[src/sv/trsp_pkg.sv]
// ============================================================================
// trsp_pkg
// Shared constants, types and helper functions of the time range sum parser.
// ============================================================================
`default_nettype none

package trsp_pkg;

    // Character codes.
    localparam logic [7:0] CHAR_ZERO    = 8'h30;
    localparam logic [7:0] CHAR_NINE    = 8'h39;
    localparam logic [7:0] CHAR_NEWLINE = 8'h0A;

    // Signed weights of the four numbers of an entry, one byte each.
    localparam logic [31:0] WEIGHT_PACK = 32'h013C_FFC4;

    localparam int unsigned DAY_MINUTES  = 1440;
    localparam int unsigned HOUR_MINUTES = 60;

    localparam int unsigned INDEX_BITS   = 2;
    localparam int unsigned HOURS_BITS   = 27;
    localparam int unsigned MINUTES_BITS = 6;
    localparam int unsigned DAY_BITS     = 11;
    localparam int unsigned SUM_BITS     = 22;
    localparam int unsigned OUT_DATA_BITS = 40;

    localparam logic [INDEX_BITS-1:0] LAST_INDEX = 2'd3;

    // Reciprocals for the constant divisions by 1440 and by 60.
    localparam int unsigned DAY_RECIP_BITS   = 26;
    localparam logic [DAY_RECIP_BITS-1:0] DAY_RECIP = 26'd47721859;
    localparam int unsigned DAY_RECIP_SHIFT  = 36;
    localparam int unsigned HOUR_RECIP_BITS  = 15;
    localparam logic [HOUR_RECIP_BITS-1:0] HOUR_RECIP = 15'd17477;
    localparam int unsigned HOUR_RECIP_SHIFT = 20;

    typedef logic [7:0]              t_byte;
    typedef logic [HOURS_BITS-1:0]   t_hours;
    typedef logic [MINUTES_BITS-1:0] t_minutes;

    function automatic logic [7:0] weight_mag(input logic [INDEX_BITS-1:0] idx);
        logic [7:0] w;
        w = WEIGHT_PACK[8*idx +: 8];
        return w[7] ? 8'(~w + 8'd1) : w;
    endfunction

    function automatic logic weight_neg(input logic [INDEX_BITS-1:0] idx);
        return WEIGHT_PACK[8*idx + 7];
    endfunction

endpackage

`default_nettype wire

[src/sv/trsp_parser.sv]
// ============================================================================
// trsp_parser
// Character parser: builds numbers from digit runs and forms the weighted
// sum of each entry, handing a completed entry on through a result register.
// ============================================================================
`default_nettype none

module trsp_parser #(
    parameter int unsigned NUMBER_BITS = 32
) (
    input  logic                   i_clk,
    input  logic                   i_rst_n,
    input  logic                   i_byte_vld,
    output logic                   o_byte_rdy,
    input  trsp_pkg::t_byte        i_byte,
    output logic                   o_entry_vld,
    input  logic                   i_entry_rdy,
    output logic [NUMBER_BITS-1:0] o_entry
);
    import trsp_pkg::*;

    logic [INDEX_BITS-1:0]  r_idx;
    logic [NUMBER_BITS-1:0] r_num;
    logic                   r_in_num;
    logic [NUMBER_BITS-1:0] r_entry;
    logic                   r_e_vld;
    logic [NUMBER_BITS-1:0] r_e;

    logic                   acc;
    logic                   is_digit;
    logic                   is_newline;
    logic                   close;
    logic                   finish;
    logic [3:0]             digit;
    logic [NUMBER_BITS-1:0] n_num;
    logic [NUMBER_BITS-1:0] prod;
    logic [NUMBER_BITS-1:0] n_entry;

    assign o_byte_rdy  = !r_e_vld || i_entry_rdy;
    assign acc         = i_byte_vld && o_byte_rdy;
    assign is_digit    = (i_byte >= CHAR_ZERO) && (i_byte <= CHAR_NINE);
    assign is_newline  = (i_byte == CHAR_NEWLINE);
    assign close       = !is_digit && r_in_num;
    assign finish      = close && (r_idx == LAST_INDEX);
    assign digit       = 4'(i_byte - CHAR_ZERO);

    assign n_num   = (r_num << 3) + (r_num << 1) + NUMBER_BITS'(digit);
    assign prod    = NUMBER_BITS'(r_num * NUMBER_BITS'(weight_mag(r_idx)));
    assign n_entry = weight_neg(r_idx) ? (r_entry - prod) : (r_entry + prod);

    always_ff @(posedge i_clk) begin
        if (!i_rst_n) begin
            r_idx    <= '0;
            r_num    <= '0;
            r_in_num <= 1'b0;
            r_entry  <= '0;
            r_e_vld  <= 1'b0;
        end else begin
            if (o_byte_rdy) begin
                r_e_vld <= acc && finish;
            end
            if (acc) begin
                priority if (is_digit) begin
                    r_num    <= n_num;
                    r_in_num <= 1'b1;
                end else if (finish || is_newline) begin
                    r_idx    <= '0;
                    r_num    <= '0;
                    r_in_num <= 1'b0;
                    r_entry  <= '0;
                end else begin
                    if (close) begin
                        r_entry  <= n_entry;
                        r_num    <= '0;
                        r_in_num <= 1'b0;
                        r_idx    <= r_idx + 1'b1;
                    end
                end
            end
        end
    end

    always_ff @(posedge i_clk) begin
        if (acc && finish) begin
            r_e <= n_entry;
        end
    end

    assign o_entry_vld = r_e_vld;
    assign o_entry     = r_e;

    a_finish_clears: assert property (@(posedge i_clk) disable iff (!i_rst_n)
        acc && finish |=> (r_idx == '0) && !r_in_num && (r_entry == '0) && r_e_vld)
        else $error("entry not cleared after completion");

    a_digit_opens: assert property (@(posedge i_clk) disable iff (!i_rst_n)
        acc && is_digit |=> r_in_num)
        else $error("digit did not open a number");

    a_newline_clears: assert property (@(posedge i_clk) disable iff (!i_rst_n)
        acc && is_newline && !finish |=> (r_idx == '0) && (r_entry == '0) && !r_e_vld)
        else $error("newline did not abandon the entry");

endmodule

`default_nettype wire

[src/sv/trsp_total.sv]
// ============================================================================
// trsp_total
// Elastic pipeline that reduces a completed entry modulo one day, adds it to
// the running total and keeps that total split into hours and minutes.
// ============================================================================
`default_nettype none

module trsp_total #(
    parameter int unsigned NUMBER_BITS = 32,
    parameter int unsigned TOTAL_BITS  = 32
) (
    input  logic                   i_clk,
    input  logic                   i_rst_n,
    input  logic                   i_entry_vld,
    output logic                   o_entry_rdy,
    input  logic [NUMBER_BITS-1:0] i_entry,
    output logic                   o_res_vld,
    input  logic                   i_res_rdy,
    output trsp_pkg::t_hours       o_hours,
    output trsp_pkg::t_minutes     o_minutes
);
    import trsp_pkg::*;

    localparam int unsigned ChunkCount = (NUMBER_BITS + 7) / 8;
    localparam int unsigned HourBits   = (TOTAL_BITS > HOURS_BITS) ? TOTAL_BITS : HOURS_BITS;
    localparam int unsigned QuotBits   = SUM_BITS + DAY_RECIP_BITS - DAY_RECIP_SHIFT;
    localparam int unsigned HprodBits  = DAY_BITS + HOUR_RECIP_BITS;
    localparam int unsigned CarryBits  = HprodBits - HOUR_RECIP_SHIFT;

    function automatic logic [ChunkCount-1:0][DAY_BITS-1:0] chunk_residues();
        logic [ChunkCount-1:0][DAY_BITS-1:0] res;
        int unsigned r;
        int unsigned k;
        r = 1;
        for (k = 0; k < ChunkCount; k++) begin
            res[k] = DAY_BITS'(r);
            r = (r * 256) % DAY_MINUTES;
        end
        return res;
    endfunction

    function automatic logic [DAY_BITS-1:0] sign_lift();
        int unsigned r;
        int unsigned k;
        r = 1;
        for (k = 0; k < NUMBER_BITS; k++) begin
            r = (r * 2) % DAY_MINUTES;
        end
        return DAY_BITS'((DAY_MINUTES - r) % DAY_MINUTES);
    endfunction

    localparam logic [ChunkCount-1:0][DAY_BITS-1:0] ChunkRes = chunk_residues();
    localparam logic [DAY_BITS-1:0] SignLift = sign_lift();

    localparam logic [TOTAL_BITS:0] TotalSpan   = {1'b1, {TOTAL_BITS{1'b0}}};
    localparam logic [TOTAL_BITS:0] SpanHours   = TotalSpan / HOUR_MINUTES;
    localparam logic [MINUTES_BITS-1:0] SpanMinutes = MINUTES_BITS'(TotalSpan % HOUR_MINUTES);
    localparam logic [HourBits-1:0] WrapHours   = HourBits'(SpanHours + 1'b1);
    localparam logic [DAY_BITS-1:0] WrapLift    = DAY_BITS'(HOUR_MINUTES - SpanMinutes);

    logic rdy1, rdy2, rdy3, rdy4, rdy5;

    logic                      r_v1, r_v2, r_v3, r_v4, r_v5;
    logic [SUM_BITS-1:0]       r_sum;
    logic [SUM_BITS-1:0]       r_sum2;
    logic [QuotBits-1:0]       r_quot;
    logic [DAY_BITS-1:0]       r_add;
    logic [DAY_BITS-1:0]       r_add4;
    logic                      r_wrap;
    logic [TOTAL_BITS-1:0]     r_total;
    logic [HourBits-1:0]       r_hours;
    logic [MINUTES_BITS-1:0]   r_min;

    logic [ChunkCount*8-1:0]            w_pad;
    logic [SUM_BITS-1:0]                n_sum;
    logic [SUM_BITS+DAY_RECIP_BITS-1:0] n_prod;
    logic [SUM_BITS-1:0]                n_rem;
    logic [TOTAL_BITS:0]                n_total;
    logic [DAY_BITS-1:0]                n_span;
    logic [DAY_BITS-1:0]                n_sel;
    logic [HprodBits-1:0]               n_hprod;
    logic [CarryBits-1:0]               n_carry;
    logic [DAY_BITS-1:0]                n_min;
    logic [HourBits-1:0]                n_hours;

    assign rdy5        = !r_v5 || i_res_rdy;
    assign rdy4        = !r_v4 || rdy5;
    assign rdy3        = !r_v3 || rdy4;
    assign rdy2        = !r_v2 || rdy3;
    assign rdy1        = !r_v1 || rdy2;
    assign o_entry_rdy = rdy1;

    assign w_pad = (ChunkCount*8)'(i_entry);

    always_comb begin
        n_sum = i_entry[NUMBER_BITS-1] ? SUM_BITS'(SignLift) : '0;
        for (int i = 0; i < ChunkCount; i++) begin
            n_sum = n_sum + SUM_BITS'(w_pad[8*i +: 8]) * SUM_BITS'(ChunkRes[i]);
        end
    end

    assign n_prod  = (SUM_BITS+DAY_RECIP_BITS)'(r_sum)
                   * (SUM_BITS+DAY_RECIP_BITS)'(DAY_RECIP);
    assign n_rem   = r_sum2 - SUM_BITS'(r_quot) * SUM_BITS'(DAY_MINUTES);
    assign n_total = {1'b0, r_total} + (TOTAL_BITS+1)'(r_add);

    assign n_span  = DAY_BITS'(r_min) + r_add4;
    assign n_sel   = r_wrap ? (n_span + WrapLift) : n_span;
    assign n_hprod = HprodBits'(n_sel) * HprodBits'(HOUR_RECIP);
    assign n_carry = n_hprod[HprodBits-1:HOUR_RECIP_SHIFT];
    assign n_min   = n_sel - DAY_BITS'(n_carry) * DAY_BITS'(HOUR_MINUTES);
    assign n_hours = r_hours + HourBits'(n_carry) - (r_wrap ? WrapHours : '0);

    always_ff @(posedge i_clk) begin
        if (!i_rst_n) begin
            r_v1    <= 1'b0;
            r_v2    <= 1'b0;
            r_v3    <= 1'b0;
            r_v4    <= 1'b0;
            r_v5    <= 1'b0;
            r_total <= '0;
            r_hours <= '0;
            r_min   <= '0;
        end else begin
            if (rdy1) r_v1 <= i_entry_vld;
            if (rdy2) r_v2 <= r_v1;
            if (rdy3) r_v3 <= r_v2;
            if (rdy4) r_v4 <= r_v3;
            if (rdy5) r_v5 <= r_v4;
            if (rdy4 && r_v3) begin
                r_total <= n_total[TOTAL_BITS-1:0];
            end
            if (rdy5 && r_v4) begin
                r_hours <= n_hours;
                r_min   <= MINUTES_BITS'(n_min);
            end
        end
    end

    always_ff @(posedge i_clk) begin
        if (rdy1 && i_entry_vld) begin
            r_sum <= n_sum;
        end
        if (rdy2 && r_v1) begin
            r_sum2 <= r_sum;
            r_quot <= n_prod[SUM_BITS+DAY_RECIP_BITS-1:DAY_RECIP_SHIFT];
        end
        if (rdy3 && r_v2) begin
            r_add <= DAY_BITS'(n_rem);
        end
        if (rdy4 && r_v3) begin
            r_add4 <= r_add;
            r_wrap <= n_total[TOTAL_BITS];
        end
    end

    assign o_res_vld = r_v5;
    assign o_hours   = r_hours[HOURS_BITS-1:0];
    assign o_minutes = r_min;

    a_day_range: assert property (@(posedge i_clk) disable iff (!i_rst_n)
        r_v3 |-> (r_add < DAY_BITS'(DAY_MINUTES)))
        else $error("entry residue outside one day");

    a_minute_range: assert property (@(posedge i_clk) disable iff (!i_rst_n)
        r_v5 |-> (r_min < MINUTES_BITS'(HOUR_MINUTES)))
        else $error("minutes outside one hour");

    a_entry_taken: assert property (@(posedge i_clk) disable iff (!i_rst_n)
        i_entry_vld && o_entry_rdy |=> r_v1)
        else $error("accepted entry lost at pipeline entry");

endmodule

`default_nettype wire

[src/sv/time_range_sum_parser.sv]
// ============================================================================
// time_range_sum_parser
// Reads text one byte per beat and emits the running total of time ranges.
//
// The slave channel takes one character per beat. Digit runs form numbers;
// the four numbers of an entry ("H1:M1 - H2:M2") give end minus start in
// minutes, reduced into one day and added to a running total. A newline
// abandons a partial entry. The master channel carries one beat per
// completed entry with the total split into hours and minutes.
// Throughput is one byte per cycle while s_axis_tready is high. The byte that
// closes an entry yields its result on the master channel after it has passed
// the parser result register and the reduction and total pipeline.
// The pipeline is elastic, so bytes keep being taken while a result waits,
// until every stage holds an entry; then s_axis_tready falls until the
// receiver takes a beat. Reset clears the entry and the total to zero.
// ============================================================================
`default_nettype none

module time_range_sum_parser #(
    parameter int unsigned NUMBER_BITS = 32,
    parameter int unsigned TOTAL_BITS  = 32
) (
    input  logic                                 i_clk,
    input  logic                                 i_rst_n,
    input  logic                                 s_axis_tvalid,
    output logic                                 s_axis_tready,
    // text_byte [7:0]
    input  trsp_pkg::t_byte                      s_axis_tdata,
    output logic                                 m_axis_tvalid,
    input  logic                                 m_axis_tready,
    // total_hours [26:0], total_minutes [32:27], zero [39:33]
    output logic [trsp_pkg::OUT_DATA_BITS-1:0]   m_axis_tdata
);
    import trsp_pkg::*;

    logic                   entry_vld;
    logic                   entry_rdy;
    logic [NUMBER_BITS-1:0] entry;
    t_hours                 hours;
    t_minutes               minutes;

    trsp_parser #(
        .NUMBER_BITS (NUMBER_BITS)
    ) u_parser (
        .i_clk       (i_clk),
        .i_rst_n     (i_rst_n),
        .i_byte_vld  (s_axis_tvalid),
        .o_byte_rdy  (s_axis_tready),
        .i_byte      (s_axis_tdata),
        .o_entry_vld (entry_vld),
        .i_entry_rdy (entry_rdy),
        .o_entry     (entry)
    );

    trsp_total #(
        .NUMBER_BITS (NUMBER_BITS),
        .TOTAL_BITS  (TOTAL_BITS)
    ) u_total (
        .i_clk       (i_clk),
        .i_rst_n     (i_rst_n),
        .i_entry_vld (entry_vld),
        .o_entry_rdy (entry_rdy),
        .i_entry     (entry),
        .o_res_vld   (m_axis_tvalid),
        .i_res_rdy   (m_axis_tready),
        .o_hours     (hours),
        .o_minutes   (minutes)
    );

    assign m_axis_tdata = {(OUT_DATA_BITS-HOURS_BITS-MINUTES_BITS)'(0), minutes, hours};

endmodule

`default_nettype wire

[config.mk]
export PLATFORM = sky130hd
export DESIGN_NAME = time_range_sum_parser
export DESIGN_NICKNAME = d
export VERILOG_FILES = /design/src/sv/trsp_pkg.sv /design/src/sv/trsp_parser.sv /design/src/sv/trsp_total.sv /design/src/sv/time_range_sum_parser.sv
export SDC_FILE = /design/constraint.sdc
export NUM_CORES = 1
export LEC_CHECK = 0
export BUFFER_PORTS_ARGS = -buffer_cell sky130_fd_sc_hd__buf_2
export CORE_MARGIN = 3
export CORE_UTILIZATION = 55
export DETAILED_ROUTE_END_ITERATION = 7
export PLACE_DENSITY = 0.74
export SLEW_MARGIN = 20
export SYNTH_ARGS = -nofsm -noshare
export SYNTH_HDL_FRONTEND = slang
export SYNTH_SLANG_ARGS = --single-unit
[constraint.sdc]
create_clock -name i_clk -period 11.38 [get_ports i_clk]
set_clock_uncertainty 0.05 [all_clocks]
set_input_delay 0.569 -clock i_clk [delete_from_list [all_inputs] [get_ports i_clk]]
set_output_delay 0.569 -clock i_clk [all_outputs]
set_load 0.005 [all_outputs]
==> reports/qor.yml <==
clock_network:
  clock-sinks: 231
  cts_root_buf: "clkbuf_16"
  post-cts-setup-buffers: 0
  cts_max_level: 1
  clk_pin_slew_ns: 0.06
  clock_latency_ns: 0.57
  cts_tree: "built"
  cts_buffer_depth: 3
  cts_hold_buf: 0
  cts_buffers: 28
  cts_resized: 0
setup_path:
  slowest_delay_ns: 0.55
  r2r_cells: 39
  end_kind: "register"
  path_common_cell: "ha_1"
  critPathKind: "register to register"
  worst_path_max_delay_cell: "a2111oi_0"
  crit_fanout: 4
  worstSetupStartpointType: "register"
  worstPathArrival_ns: 10.44
  crit_required_ns: 11.83
logic_synthesis:
  ys_ff_latch: 231
  ys_warn_count: 0
  syn_area_per_cell_um2: 9.27
  yosys-top-cells-count: "inv_1, ha_1, fa_1"
  synth-main-ff-cell: "dfxtp_1"
  synth.most_common_cell: "inv_1"
  synthTopCellsByArea: "fa_1, ha_1, edfxtp_1"
  synth_top_cell_by_area: "fa_1"
  yosysTopAreaCellShare: 0.219
  synth-seq-area-share: 0.181
  synth-edff-count: 93
  synth.distinct_cells: 84
  netlist_area_um2: 30700
  synth-async-reset-ratio: 0
  syn_inst: 3308
global_routing:
  first_global_vias: 22300
  antenna_found_initial: 0
  grt_overflow: 0
  grt_pass1_wl_um: 110000
  grtUsageTotal: 0.222
  grt_max_degree: 79
cells_and_area:
  syn_to_final_growth_pct: 6.33
  drive_gt1_frac: 0.0410
  num_antenna_cells: 0
  nets: 4172
  stdcell_count: 4083
floorplan:
  start_util: 0.563
  die_area_um2: 58600
  die_h_um: 242
  coreArea_um2: 54500
  fp.dieW_um: 242
  io_pins: 54
  num_rows: 85
routing:
  via_per_inst: 5.49
  drt-initial-drc-count: 1044
  drc: 0
  avgRoutedWirePerCell_um: 15.9
  postRouteWirelength_um: 64900
  firstDrtPassIters: 5
  drtAntennaViolNets: 0
  vias: 22400
power:
  vdd.ir_drop.worst_uv: 104
  leakagePower_nw: 15.8
  pwr_density_cell_nw_per_um2: 57.6
placed_design:
  gp_congestion: 0.910
  dp_cells: 4031
  portBuffers: 46
  hpwl_um: 52400
sta:
  setup_tns_ns: 0
  fin_hold_ws_ns: 0.239
  hold_viol_final: 0
  finalMaxSlewViolations: 0
  min_period_ns: 9.99
  period_share: 0.878
  relSlewSlack: 0.260
  worst-slew-pin-transition_ns: 1.11
  rsz0062_at_grt: "no"
  finalSetupViolCount: 0
  fmax_mhz: 100
worst_hold_path:
  hold_path_class: "input pin to register"
  whs_path_depth: 3
job:
  max-cap-violations: 0
status:
  status: "finished clean"
==> path summary, 6_finish.rpt <==
path | start | endpoint | slack [ns]
max reg2reg | u_total.r_add4[0]$_DFFE_PP_ | u_total.r_hours[26]$_SDFFE_PN0P_ | 1.39
min reg2reg | u_total.r_sum2[3]$_DFFE_PP_ | u_total.r_add[3]$_DFFE_PP_ | 0.37
min | s_axis_tdata[0] | u_parser.r_num[0]$_SDFFE_PN0P_ | 0.24
max | u_total.r_add4[0]$_DFFE_PP_ | u_total.r_hours[26]$_SDFFE_PN0P_ | 1.39
==> per-layer routing <==
layer | global-route usage | routed length (um) | vias up
met5 | 0 | 0 | -
met4 | 0.0419 | 1170 | 0
met3 | 0.0183 | 2010 | 77
met2 | 0.388 | 32000 | 361
met1 | 0.306 | 29800 | 10900
li1 | - | - | 11100
==> worst max-delay path, delay by kind of cell, from the launching register on <==
kind / cells / cell delay (ns)
muxes: 1 / 0.19
adders and majority gates: 9 / 2.94
xor gates and xnor gates: 2 / 0.46
buffers and inverters: 2 / 0.18
DFF: 1 / 0.37
and+or+nand+nor: 5 / 0.94
AOI/OAI and AO/OA: 20 / 4.78
==> per-stage QoR <==
stage	cell area (um2)	util	power, W	worst slack (ns)
6_report	32600	0.599	0.00188	1.39
5_1_grt	32600	0.599	0.00194	0.555
4_1_cts	32600	0.598	0.00190	1.36
3_5_place_dp	31600	0.581	0.000961	1.42
3_3_place_gp	31600	0.581	0.000960	1.49
2_1_floorplan	30700	-	0.000942	2.44
==> kinds of logic after synthesis <==
logic type / share of synthesized area
buffers and inverters: 0.0831
other: 0.000122
xor gates and xnor gates: 0.0656
muxes: 0.00392
and+or+nand+nor: 0.116
adders and majority gates: 0.424
AOI/OAI and AO/OA: 0.126
DFF: 0.181
==> placed cells by master, fill, tap and decap left out, types with 25 or more instances in the layout <==
master	count
a22oi_1	46
xnor2_1	151
inv_1	583
nor2b_1	46
ha_1	503
clkbuf_16	28
nor3_1	26
buf_2	46
edfxtp_1	93
nor2_1	169
or3_1	28
and2_1	64
fa_1	335
nand2_1	237
a21oi_1	198
xor2_1	76
a21o_1	62
nand2b_1	25
dfxtp_1	137
o21ai_0	108
nand3_1	46
==> state kept, by name, indices dropped and copies added, names as in the netlist <==
signal                flops
u_total.o_minutes         6
u_total.r_add            11
u_total.r_hours          27
u_parser.r_entry         32
u_parser.r_in_num         1
u_total.r_v2              1
u_total.r_v4              1
u_total.r_quot            6
u_total.r_v1              1
u_parser.o_entry_vld      1
u_total.r_add4           11
u_total.r_sum2           11
u_parser.o_entry         32
u_total.r_sum            21
u_total.r_v3              1
u_total.r_total          32
u_parser.r_idx            2
u_total.r_wrap            1
u_total.o_res_vld         1
u_parser.r_num           32
==> final cells by class <==
| type | count | area (um2) |
|---|---|---|
| Clock buffer | 33 | 729 |
| Inverter | 586 | 2200 |
| Sequential cell | 231 | 5560 |
| Timing Repair Buffer | 60 | 335 |
| Clock inverter | 19 | 230 |
| Tap cell | 739 | 925 |
| Multi-Input combinational cell | 2415 | 22600 |
| Fill cell | 4730 | 21900 |
==> report_power, final <==
part           leakage [nW]  switching (W)  internal, W
registers              1.94    0.000000775     0.000860
clock network         0.472       0.000380     0.000554
logic                  13.4      0.0000529    0.0000312
Power figures use the tool's default switching activity.
